`config.mk`:
```
export PLATFORM = sky130hd
export DESIGN_NAME = tick_task_scheduler
export DESIGN_NICKNAME = d
export VERILOG_FILES = /design/src/rtl/tts_pkg.sv /design/src/rtl/tick_task_scheduler.sv /design/src/rtl/tts_ctrl.sv /design/src/rtl/tts_dp.sv
export SDC_FILE = /design/constraint.sdc
export NUM_CORES = 1
export LEC_CHECK = 0
export BUFFER_PORTS_ARGS = -buffer_cell sky130_fd_sc_hd__buf_2
export CORE_ASPECT_RATIO = 1.5
export CORE_MARGIN = 5
export CORE_UTILIZATION = 62
export CTS_CLUSTER_DIAMETER = 120
export DETAILED_ROUTE_END_ITERATION = 6
export PLACE_DENSITY = 0.78
export SYNTH_ARGS = -nofsm -noshare
export SYNTH_HDL_FRONTEND = slang
export SYNTH_SLANG_ARGS = --single-unit
```
`constraint.sdc`:
```
create_clock -name clk -period 9.9 [get_ports clk]
set_input_delay 0.495 -clock clk [delete_from_list [all_inputs] [get_ports clk]]
set_output_delay 0.495 -clock clk [all_outputs]
set_load 0.05 [all_outputs]
```
`src/rtl/tts_pkg.sv`:
```
// Package for the tick task scheduler: shared constants, codes and the
// command and status structs between controller and datapath.
// No dependencies.
`default_nettype none
package tts_pkg;
	localparam int MAX_TASK_SLOTS_DEF = 8;

	localparam logic [7:0] SLICE_ONE_RST   = 8'd15;
	localparam logic [7:0] SLICE_TWO_RST   = 8'd10;
	localparam logic [7:0] SLICE_THREE_RST = 8'd5;
	localparam logic [7:0] PRIO_ZERO_SLICE = 8'd255;

	localparam logic [2:0] KIND_TICK    = 3'd0;
	localparam logic [2:0] KIND_CREATE  = 3'd1;
	localparam logic [2:0] KIND_SLEEP   = 3'd2;
	localparam logic [2:0] KIND_SUSPEND = 3'd3;
	localparam logic [2:0] KIND_RESUME  = 3'd4;

	localparam logic [2:0] ST_OK        = 3'd0;
	localparam logic [2:0] ST_FULL      = 3'd1;
	localparam logic [2:0] ST_DUP_ID    = 3'd2;
	localparam logic [2:0] ST_DUP_PRIO0 = 3'd3;
	localparam logic [2:0] ST_NOT_FOUND = 3'd4;

	localparam logic [1:0] REG_SLICE_ONE   = 2'd0;
	localparam logic [1:0] REG_SLICE_TWO   = 2'd1;
	localparam logic [1:0] REG_SLICE_THREE = 2'd2;

	typedef logic [4:0] op_t;
	localparam op_t OP_NONE    = 5'd0;
	localparam op_t OP_TICK    = 5'd1;
	localparam op_t OP_WAKE    = 5'd2;
	localparam op_t OP_CHARGE  = 5'd3;
	localparam op_t OP_P0      = 5'd4;
	localparam op_t OP_DECIDE  = 5'd5;
	localparam op_t OP_RR_STEP = 5'd6;
	localparam op_t OP_FINISH  = 5'd7;
	localparam op_t OP_CREATE  = 5'd8;
	localparam op_t OP_CSCAN   = 5'd9;
	localparam op_t OP_CWRITE  = 5'd10;
	localparam op_t OP_SLEEP   = 5'd11;
	localparam op_t OP_FIND    = 5'd12;
	localparam op_t OP_FSCAN   = 5'd13;
	localparam op_t OP_PTR_RUN = 5'd14;
	localparam op_t OP_RESULT  = 5'd15;

	typedef struct packed {
		logic load;
		op_t  op;
	} cmd_t;

	typedef struct packed {
		logic empty;
		logic full;
		logic no_run;
		logic last;
		logic p0_hit;
		logic need_rr;
		logic rr_done;
		logic elig;
		logic id_hit;
		logic clash;
	} sts_t;
endpackage
`default_nettype wire

```
`src/rtl/tick_task_scheduler.sv`:
```
// Top level of the tick task scheduler: slice registers on the APB port,
// controller and datapath. Depends on tts_pkg, tts_ctrl and tts_dp.
`default_nettype none
// A request is taken when start is high and busy is low; its result appears
// on the result ports for one cycle with done high, and the receiver cannot
// stall it. The next request may be taken in the cycle in which done is
// high. The controller walks the task table one entry per cycle through a
// single read pointer for the wake scan and the priority-0 scan, and passes
// through S_RR and S_RRCHK for each candidate in the round robin. Slice
// registers sit at byte addresses 0, 4 and 8 and affect tasks created later.
module tick_task_scheduler import tts_pkg::*; #(
	parameter int MAX_TASK_SLOTS = MAX_TASK_SLOTS_DEF
) (
	input  wire logic        clk,
	input  wire logic        arst_n,
	input  wire logic        start,
	output logic             busy,
	input  wire logic [2:0]  kind,
	input  wire logic [7:0]  task_id,
	input  wire logic [1:0]  priority_req,
	input  wire logic [31:0] delay_ms,
	output logic             done,
	output logic [2:0]       current_index,
	output logic [7:0]       current_id,
	output logic [1:0]       current_priority,
	output logic [3:0]       task_count,
	output logic [63:0]      now_ms,
	output logic [2:0]       status,
	input  wire logic        psel,
	input  wire logic        penable,
	input  wire logic        pwrite,
	input  wire logic [3:0]  paddr,
	input  wire logic [31:0] pwdata,
	output logic [31:0]      prdata,
	output logic             pready
);
	logic [7:0] slice_one_q, slice_two_q, slice_three_q;
	cmd_t cmd;
	sts_t sts;

	assign pready = 1'b1;

	always_ff @(posedge clk or negedge arst_n) begin
		if (!arst_n) begin
			slice_one_q   <= SLICE_ONE_RST;
			slice_two_q   <= SLICE_TWO_RST;
			slice_three_q <= SLICE_THREE_RST;
		end else if (psel && penable && pwrite) begin
			case (paddr[3:2])
				REG_SLICE_ONE:   slice_one_q   <= pwdata[7:0];
				REG_SLICE_TWO:   slice_two_q   <= pwdata[7:0];
				REG_SLICE_THREE: slice_three_q <= pwdata[7:0];
				default: ;
			endcase
		end
	end

	always_comb begin
		case (paddr[3:2])
			REG_SLICE_ONE:   prdata = {24'd0, slice_one_q};
			REG_SLICE_TWO:   prdata = {24'd0, slice_two_q};
			REG_SLICE_THREE: prdata = {24'd0, slice_three_q};
			default:         prdata = 32'd0;
		endcase
	end

	tts_ctrl u_ctrl (
		.clk    (clk),
		.arst_n (arst_n),
		.start  (start),
		.kind   (kind),
		.sts    (sts),
		.cmd    (cmd),
		.busy   (busy)
	);

	tts_dp #(.MAX_TASK_SLOTS(MAX_TASK_SLOTS)) u_dp (
		.clk              (clk),
		.arst_n           (arst_n),
		.cmd              (cmd),
		.sts              (sts),
		.kind             (kind),
		.task_id          (task_id),
		.priority_req     (priority_req),
		.delay_ms         (delay_ms),
		.slice_one        (slice_one_q),
		.slice_two        (slice_two_q),
		.slice_three      (slice_three_q),
		.done             (done),
		.current_index    (current_index),
		.current_id       (current_id),
		.current_priority (current_priority),
		.task_count       (task_count),
		.now_ms           (now_ms),
		.status           (status)
	);
endmodule
`default_nettype wire

```
`src/rtl/tts_ctrl.sv`:
```
// Controller state machine of the tick task scheduler.
// Depends on tts_pkg; drives tts_dp through cmd_t, reads sts_t.
`default_nettype none
module tts_ctrl import tts_pkg::*; (
	input  wire logic       clk,
	input  wire logic       arst_n,
	input  wire logic       start,
	input  wire logic [2:0] kind,
	input  wire sts_t       sts,
	output cmd_t            cmd,
	output logic            busy
);
	localparam logic [4:0] S_IDLE   = 5'd0;
	localparam logic [4:0] S_TICK   = 5'd1;
	localparam logic [4:0] S_WAKE   = 5'd2;
	localparam logic [4:0] S_CHARGE = 5'd3;
	localparam logic [4:0] S_P0     = 5'd4;
	localparam logic [4:0] S_DECIDE = 5'd5;
	localparam logic [4:0] S_RR     = 5'd6;
	localparam logic [4:0] S_RRCHK  = 5'd7;
	localparam logic [4:0] S_FINISH = 5'd8;
	localparam logic [4:0] S_CREATE = 5'd9;
	localparam logic [4:0] S_CSCAN  = 5'd10;
	localparam logic [4:0] S_CWRITE = 5'd11;
	localparam logic [4:0] S_SLEEP  = 5'd12;
	localparam logic [4:0] S_FIND   = 5'd13;
	localparam logic [4:0] S_FSCAN  = 5'd14;
	localparam logic [4:0] S_ORD    = 5'd15;
	localparam logic [4:0] S_OUT    = 5'd16;

	logic [4:0] state_q, state_d;

	always_ff @(posedge clk or negedge arst_n) begin
		if (!arst_n) begin
			state_q <= S_IDLE;
		end else begin
			state_q <= state_d;
		end
	end

	assign busy = (state_q != S_IDLE);

	always_comb begin
		state_d  = state_q;
		cmd.load = 1'b0;
		cmd.op   = OP_NONE;
		case (state_q)
			S_IDLE: begin
				if (start) begin
					cmd.load = 1'b1;
					case (kind)
						KIND_TICK:    state_d = S_TICK;
						KIND_CREATE:  state_d = S_CREATE;
						KIND_SLEEP:   state_d = S_SLEEP;
						KIND_SUSPEND: state_d = S_FIND;
						KIND_RESUME:  state_d = S_FIND;
						default:      state_d = S_ORD;
					endcase
				end
			end
			S_TICK: begin
				cmd.op  = OP_TICK;
				state_d = sts.no_run ? S_ORD : S_WAKE;
			end
			S_WAKE: begin
				cmd.op = OP_WAKE;
				if (sts.last) state_d = S_CHARGE;
			end
			S_CHARGE: begin
				cmd.op  = OP_CHARGE;
				state_d = S_P0;
			end
			S_P0: begin
				cmd.op = OP_P0;
				if (sts.p0_hit) state_d = S_FINISH;
				else if (sts.last) state_d = S_DECIDE;
			end
			S_DECIDE: begin
				cmd.op  = OP_DECIDE;
				state_d = sts.need_rr ? S_RR : S_FINISH;
			end
			S_RR: begin
				cmd.op  = OP_RR_STEP;
				state_d = sts.rr_done ? S_FINISH : S_RRCHK;
			end
			S_RRCHK: begin
				state_d = sts.elig ? S_FINISH : S_RR;
			end
			S_FINISH: begin
				cmd.op  = OP_FINISH;
				state_d = S_ORD;
			end
			S_CREATE: begin
				cmd.op = OP_CREATE;
				if (sts.full) state_d = S_ORD;
				else if (sts.empty) state_d = S_CWRITE;
				else state_d = S_CSCAN;
			end
			S_CSCAN: begin
				cmd.op = OP_CSCAN;
				if (sts.id_hit || sts.clash) state_d = S_ORD;
				else if (sts.last) state_d = S_CWRITE;
			end
			S_CWRITE: begin
				cmd.op  = OP_CWRITE;
				state_d = S_ORD;
			end
			S_SLEEP: begin
				cmd.op  = OP_SLEEP;
				state_d = S_ORD;
			end
			S_FIND: begin
				cmd.op  = OP_FIND;
				state_d = sts.empty ? S_ORD : S_FSCAN;
			end
			S_FSCAN: begin
				cmd.op = OP_FSCAN;
				if (sts.id_hit || sts.last) state_d = S_ORD;
			end
			S_ORD: begin
				cmd.op  = OP_PTR_RUN;
				state_d = S_OUT;
			end
			S_OUT: begin
				cmd.op  = OP_RESULT;
				state_d = S_IDLE;
			end
			default: state_d = S_IDLE;
		endcase
	end
endmodule
`default_nettype wire

```
`src/rtl/tts_dp.sv`:
```
// Datapath of the tick task scheduler: task table, counters, scan pointer
// and result registers. Depends on tts_pkg; commanded by tts_ctrl.
`default_nettype none
module tts_dp import tts_pkg::*; #(
	parameter int MAX_TASK_SLOTS = MAX_TASK_SLOTS_DEF
) (
	input  wire logic        clk,
	input  wire logic        arst_n,
	input  wire cmd_t        cmd,
	output sts_t             sts,
	input  wire logic [2:0]  kind,
	input  wire logic [7:0]  task_id,
	input  wire logic [1:0]  priority_req,
	input  wire logic [31:0] delay_ms,
	input  wire logic [7:0]  slice_one,
	input  wire logic [7:0]  slice_two,
	input  wire logic [7:0]  slice_three,
	output logic             done,
	output logic [2:0]       current_index,
	output logic [7:0]       current_id,
	output logic [1:0]       current_priority,
	output logic [3:0]       task_count,
	output logic [63:0]      now_ms,
	output logic [2:0]       status
);
	localparam int IW = $clog2(MAX_TASK_SLOTS);
	localparam int CW = $clog2(MAX_TASK_SLOTS + 1);

	logic [7:0]  ident_q [MAX_TASK_SLOTS];
	logic [1:0]  prio_q  [MAX_TASK_SLOTS];
	logic [7:0]  slice_q [MAX_TASK_SLOTS];
	logic [7:0]  left_q  [MAX_TASK_SLOTS];
	logic [63:0] wake_q  [MAX_TASK_SLOTS];
	logic [MAX_TASK_SLOTS-1:0] rdy_q, susp_q;

	logic [CW-1:0] count_q, cnt_q;
	logic [IW-1:0] run_q, ptr_q, nxt_q, cand;
	logic [63:0]   tick_q;
	logic [2:0]    kind_q, status_q;
	logic [7:0]    id_q, new_slice;
	logic [1:0]    preq_q;
	logic [31:0]   ms_q;

	logic [7:0]  ident_r, left_r, slice_r;
	logic [1:0]  prio_r;
	logic [63:0] wake_r;
	logic        rdy_r, susp_r, due, have;

	assign ident_r = ident_q[ptr_q];
	assign prio_r  = prio_q[ptr_q];
	assign slice_r = slice_q[ptr_q];
	assign left_r  = left_q[ptr_q];
	assign wake_r  = wake_q[ptr_q];
	assign rdy_r   = rdy_q[ptr_q];
	assign susp_r  = susp_q[ptr_q];
	assign due     = (tick_q >= wake_r);
	assign have    = (count_q != '0) && (CW'(run_q) < count_q);
	assign cand    = (CW'(nxt_q) + CW'(1) == count_q) ? '0 : nxt_q + IW'(1);

	always_comb begin
		sts.empty   = (count_q == '0);
		sts.full    = (count_q == CW'(MAX_TASK_SLOTS));
		sts.no_run  = !have;
		sts.last    = (CW'(ptr_q) + CW'(1) == count_q);
		sts.p0_hit  = (prio_r == 2'd0) && rdy_r;
		sts.need_rr = (left_r == 8'd0) || !rdy_r;
		sts.rr_done = (cnt_q + CW'(1) >= count_q);
		sts.elig    = rdy_r && (prio_r != 2'd0) && !susp_r;
		sts.id_hit  = (ident_r == id_q);
		sts.clash   = (preq_q == 2'd0) && (prio_r == 2'd0);
	end

	always_comb begin
		case (preq_q)
			2'd1:    new_slice = slice_one;
			2'd2:    new_slice = slice_two;
			2'd3:    new_slice = slice_three;
			default: new_slice = PRIO_ZERO_SLICE;
		endcase
	end

	always_ff @(posedge clk or negedge arst_n) begin
		if (!arst_n) begin
			count_q <= '0;
			run_q   <= '0;
			tick_q  <= '0;
			done    <= 1'b0;
		end else begin
			done <= (cmd.op == OP_RESULT);
			if (cmd.op == OP_TICK) tick_q <= tick_q + 64'd1;
			if (cmd.op == OP_CWRITE) count_q <= count_q + CW'(1);
			if (cmd.op == OP_FINISH) run_q <= nxt_q;
		end
	end

	always_ff @(posedge clk) begin
		if (cmd.load) begin
			kind_q   <= kind;
			id_q     <= task_id;
			preq_q   <= priority_req;
			ms_q     <= delay_ms;
			status_q <= ST_OK;
		end
		case (cmd.op)
			OP_TICK: ptr_q <= '0;
			OP_WAKE: begin
				if (!rdy_r && due && !susp_r) rdy_q[ptr_q] <= 1'b1;
				ptr_q <= sts.last ? run_q : ptr_q + IW'(1);
			end
			OP_CHARGE: begin
				if (prio_r != 2'd0 && left_r != 8'd0) left_q[ptr_q] <= left_r - 8'd1;
				ptr_q <= '0;
			end
			OP_P0: begin
				if (sts.p0_hit) nxt_q <= ptr_q;
				else ptr_q <= sts.last ? run_q : ptr_q + IW'(1);
			end
			OP_DECIDE: begin
				nxt_q <= ptr_q;
				cnt_q <= '0;
				if (sts.need_rr) left_q[ptr_q] <= slice_r;
			end
			OP_RR_STEP: begin
				nxt_q <= cand;
				ptr_q <= cand;
				cnt_q <= cnt_q + CW'(1);
			end
			OP_CREATE: begin
				ptr_q <= '0;
				if (sts.full) status_q <= ST_FULL;
			end
			OP_CSCAN: begin
				if (sts.id_hit) status_q <= ST_DUP_ID;
				else if (sts.clash) status_q <= ST_DUP_PRIO0;
				ptr_q <= ptr_q + IW'(1);
			end
			OP_CWRITE: begin
				ident_q[count_q[IW-1:0]] <= id_q;
				prio_q[count_q[IW-1:0]]  <= preq_q;
				slice_q[count_q[IW-1:0]] <= new_slice;
				left_q[count_q[IW-1:0]]  <= new_slice;
				rdy_q[count_q[IW-1:0]]   <= 1'b1;
				susp_q[count_q[IW-1:0]]  <= 1'b0;
				wake_q[count_q[IW-1:0]]  <= '0;
			end
			OP_SLEEP: begin
				if (have) begin
					rdy_q[run_q]  <= 1'b0;
					wake_q[run_q] <= tick_q + 64'(ms_q);
				end else begin
					status_q <= ST_NOT_FOUND;
				end
			end
			OP_FIND: begin
				ptr_q <= '0;
				if (sts.empty) status_q <= ST_NOT_FOUND;
			end
			OP_FSCAN: begin
				if (sts.id_hit) begin
					if (kind_q == KIND_SUSPEND) begin
						susp_q[ptr_q] <= 1'b1;
						rdy_q[ptr_q]  <= 1'b0;
						if (ptr_q == run_q) wake_q[ptr_q] <= tick_q + 64'd1;
					end else begin
						susp_q[ptr_q] <= 1'b0;
						if (due) rdy_q[ptr_q] <= 1'b1;
					end
				end else if (sts.last) begin
					status_q <= ST_NOT_FOUND;
				end
				ptr_q <= ptr_q + IW'(1);
			end
			OP_PTR_RUN: ptr_q <= run_q;
			OP_RESULT: begin
				current_index    <= 3'(run_q);
				current_id       <= have ? ident_r : 8'd0;
				current_priority <= have ? prio_r : 2'd0;
				task_count       <= 4'(count_q);
				now_ms           <= tick_q;
				status           <= status_q;
			end
			default: ;
		endcase
	end
endmodule
`default_nettype wire

```
==> impl_results.md <==
* Number of remaining DRC errors at 0
* CP bufs+invs at 1
* Setup TNS at 0 ns
* Worst-Skew Late Latency at 0.67 ns
* CP max stage cell: dfxtp_4
* P&R area growth vs syn at 11.9%
* Critical path, cell by cell: mux4_2, mux2i_1, xnor2_1, nor4_1, and3_1, buf_4, nand3_1, o2bb2ai_1, nand2b_1, o31ai_1
* TritonRoute pass-1 iters at 6
* Post-DP HPWL at 70500 um
* Core area at 70300 um2
* Largest stage delay on the critical path at 0.85 ns
* Mean post-synth cell area at 15.5 um2
* CTS Hold Buffers Added at 37
* Final nets at 3218
* Die Y at 336 um
* Commonest register cell after synthesis: edfxtp_1
* Final hold violations at 0
* Worst-Margin Slew at 1.19 ns
* CTS tree: yes
* Initial antenna violation count at 2
* Cells after synthesis at 2835
* Post-synth ARST share at 0.103
* DR iter-0 viols at 2562
* Status: finished clean
* Seq/Total Area, Yosys at 0.658
* Total CTS buffers at 88
* Net Sw Frac at 0.309
* P per Cell Area at 254 nW/um2
* Setup crit end kind: register
* WHS at 0.0365 ns
* DRT antenna net count at 0
* Most frequent cells in the layout: edfxtp_1 (875), mux4_2 (184), nor2_1 (173)
* Clock power share at 0.290
* Port bufs at 154
* CP arrival at 6.06 ns
* Max Cap Viol at 0
* Pin count of the biggest net entering global routing at 99
* Cell variety after synth at 77
* FF+latch area at 28900 um2
* Most common cell after layout, fill and taps aside: edfxtp_1
* Max Clock Freq at 0.174 GHz
* Resize count post-CTS at 0
* Logic pwr share at 0.277
* GRT overflow at 0
* P_sw at 3.85 mW
* Multi-input logic area at 14300 um2
* CP Max Fanout at 41
* WS Path Type: register to register
* Std cell rows at 119
* Relative slew slack at 0.191
* Fin area at 49200 um2
* Sequential share of power at 0.433
* Worst min-delay path class: primary input to register
* Gpl congestion at 0.965
* Final setup vio count at 0
* Die width at 227 um
* Crit path max-delay family: simple AND/OR/NAND/NOR gates
* GRT Total Usage at 0.285
* Vias at 26161
* Post-place instance area at 45700 um2
* Die area at 76400 um2
* Max Buffers Root-to-Sink at 3
* Post-Syn Area at 44000 um2
* Worst setup SP type: register
* Clock-pin slew of the registers on the worst-case setup and hold paths at 0.07 ns
* Fin Clk Skew at 0.0291 ns
* Yosys warnings at 0
* Via count of the first global-routing pass at 27279
* First-pass GRT wire length at 163000 um
* Routed vias/inst at 6.54
* Maximum vdd drop at 0.250 mV
* Wire per inst at 27.1 um
* Period minus WS final at 5.74 ns
* Final-layout fill cell count at 4547
* Post-Route WL at 108000 um
* Total clock sinks at 982
* Starting density of the core at 0.626
* Final Cycle Share at 0.579
* H-tree levels at 3
* Critical Path RT at 10.22 ns
* Max Slew Vio Count at 0
* EDFF count, synth at 875
* Pint at 8.63 mW
* Ratio of cells with drive above 1 in the final layout at 0.201
* Non-filler cells in the finished layout at 4001
* Leakage at 16.9 nW
* RSZ-0062 raised after global routing: false
* Placed Cells at 3800
* Yosys reg bits at 982
* CTS root buf: clkbuf_16
* I/O Pins at 206
* Postcts setup bufs at 0
==> worst reg2reg max path, delay by kind of cell, from the launching register on <==
family / cells / cell delay, ns
simple gates: 4 / 1.73
compound gates: 2 / 1.50
mux: 2 / 0.93
flops: 1 / 0.85
buf+inv: 1 / 0.28
xor+xnor: 1 / 0.11
==> final timing paths <==
check / startpoint / end / slack [ns] / depth (start not counted)
worst min register to register: u_dp.status_q[1] / u_dp.status[1] / 0.47 / 0
worst max register to register: register / u_dp.wake_q[2][57] / 4.16 / 10
min in group asynchronous: arst_n / slice_two_q[5] / 0.46 / 2
worst max-delay path: register / u_dp.wake_q[2][57] / 4.16 / 10
max in group asynchronous: arst_n / u_dp.tick_q[35] / 8.11 / 3
worst min-delay path: delay_ms[20] / u_dp.ms_q[20] / 0.04 / 1
==> cell families after synthesis <==
group,Yosys count,share of synthesized area
AOI/OAI and AO/OA,451,0.0651
muxes,332,0.129
xor gates and xnor gates,153,0.0305
buffers and inverters,202,0.0204
DFF,982,0.658
other,2,0.000171
and+or+nand+nor,602,0.0650
adders and majority gates,111,0.0318
==> power by group through the flow <==
| stage | Sequential, mW | Combinational (mW) | Clock [mW] |
|---|---|---|---|
| finish | 5.40 | 3.46 | 3.62 |
| global route | 5.44 | 3.73 | 3.85 |
| CTS | 5.41 | 3.47 | 3.67 |
| detailed placement | 5.49 | 3.44 | 0 |
| global placement | 5.45 | 3.36 | 0 |
| floorplan | 5.28 | 2.63 | 0 |
==> cell usage after synthesis (all sizes together) (10+ instances only) <==
cell / count / area [um2]
nand2: 141 / 529
o211ai: 22 / 165
nor3: 53 / 265
o22ai: 35 / 219
nand4: 39 / 244
nor2: 183 / 694
nor2b: 18 / 113
and2: 11 / 68.8
xor2: 73 / 639
a21oi: 120 / 601
nand3: 65 / 330
mux2i: 115 / 1150
a211oi: 14 / 105
o21ai: 93 / 465
nand2b: 19 / 119
o21a: 16 / 120
or2: 13 / 81.3
ha: 110 / 1380
o31ai: 16 / 120
xnor2: 80 / 701
dfrtp: 93 / 2330
clkbuf: 107 / 403
mux2: 33 / 372
a31oi: 28 / 175
buf: 66 / 387
or3: 16 / 115
mux4: 184 / 4140
inv: 27 / 101
a21o: 32 / 240
edfxtp: 875 / 26300
and3: 21 / 133
nor4: 10 / 62.6
==> per-stage QoR <==
step	setup slack, ns	power, mW	util
global placement	4.34	8.81	0.650
floorplan	2.05	7.91	-
detailed placement	4.25	8.93	0.650
CTS	4.18	12.5	0.700
finish	4.16	12.5	0.700
global route	3.90	13.0	0.700
==> registers in the layout (all words and copies together), names as in the netlist, 4 cells and up, named ones only <==
| signal | count |
|---|---|
| slice_one_q | 8 |
| u_dp.rdy_q | 8 |
| u_dp.ms_q | 32 |
| u_dp.count_q | 4 |
| slice_three_q | 8 |
| u_dp.cnt_q | 4 |
| u_dp.prio_q | 16 |
| u_dp.tick_q | 64 |
| u_dp.id_q | 8 |
| u_dp.slice_q | 64 |
| u_dp.task_count | 4 |
| u_dp.current_id | 8 |
| u_dp.now_ms | 64 |
| slice_two_q | 8 |
| u_dp.left_q | 64 |
| u_dp.wake_q | 512 |
| u_dp.ident_q | 64 |
| u_ctrl.state_q | 5 |
==> cell type report <==
type	instances	share of cell area
Sequential cell	982	0.589
Multi-Input combinational cell	1674	0.291
Clock buffer	113	0.0498
Timing Repair Buffer	245	0.0320
Tap cell	907	0.0231
Clock inverter	50	0.0132
Inverter	29	0.00221
Antenna cell	1	0.0000509
==> routing by layer <==
metal	track usage	part of all wire	vias up
met4	0.139	0.053	0
met2	0.508	0.53	1163
li1	-	-	11444
met5	0	0	-
met1	0.340	0.36	13237
met3	0.0393	0.058	317
(Power assumes the default switching activity.)
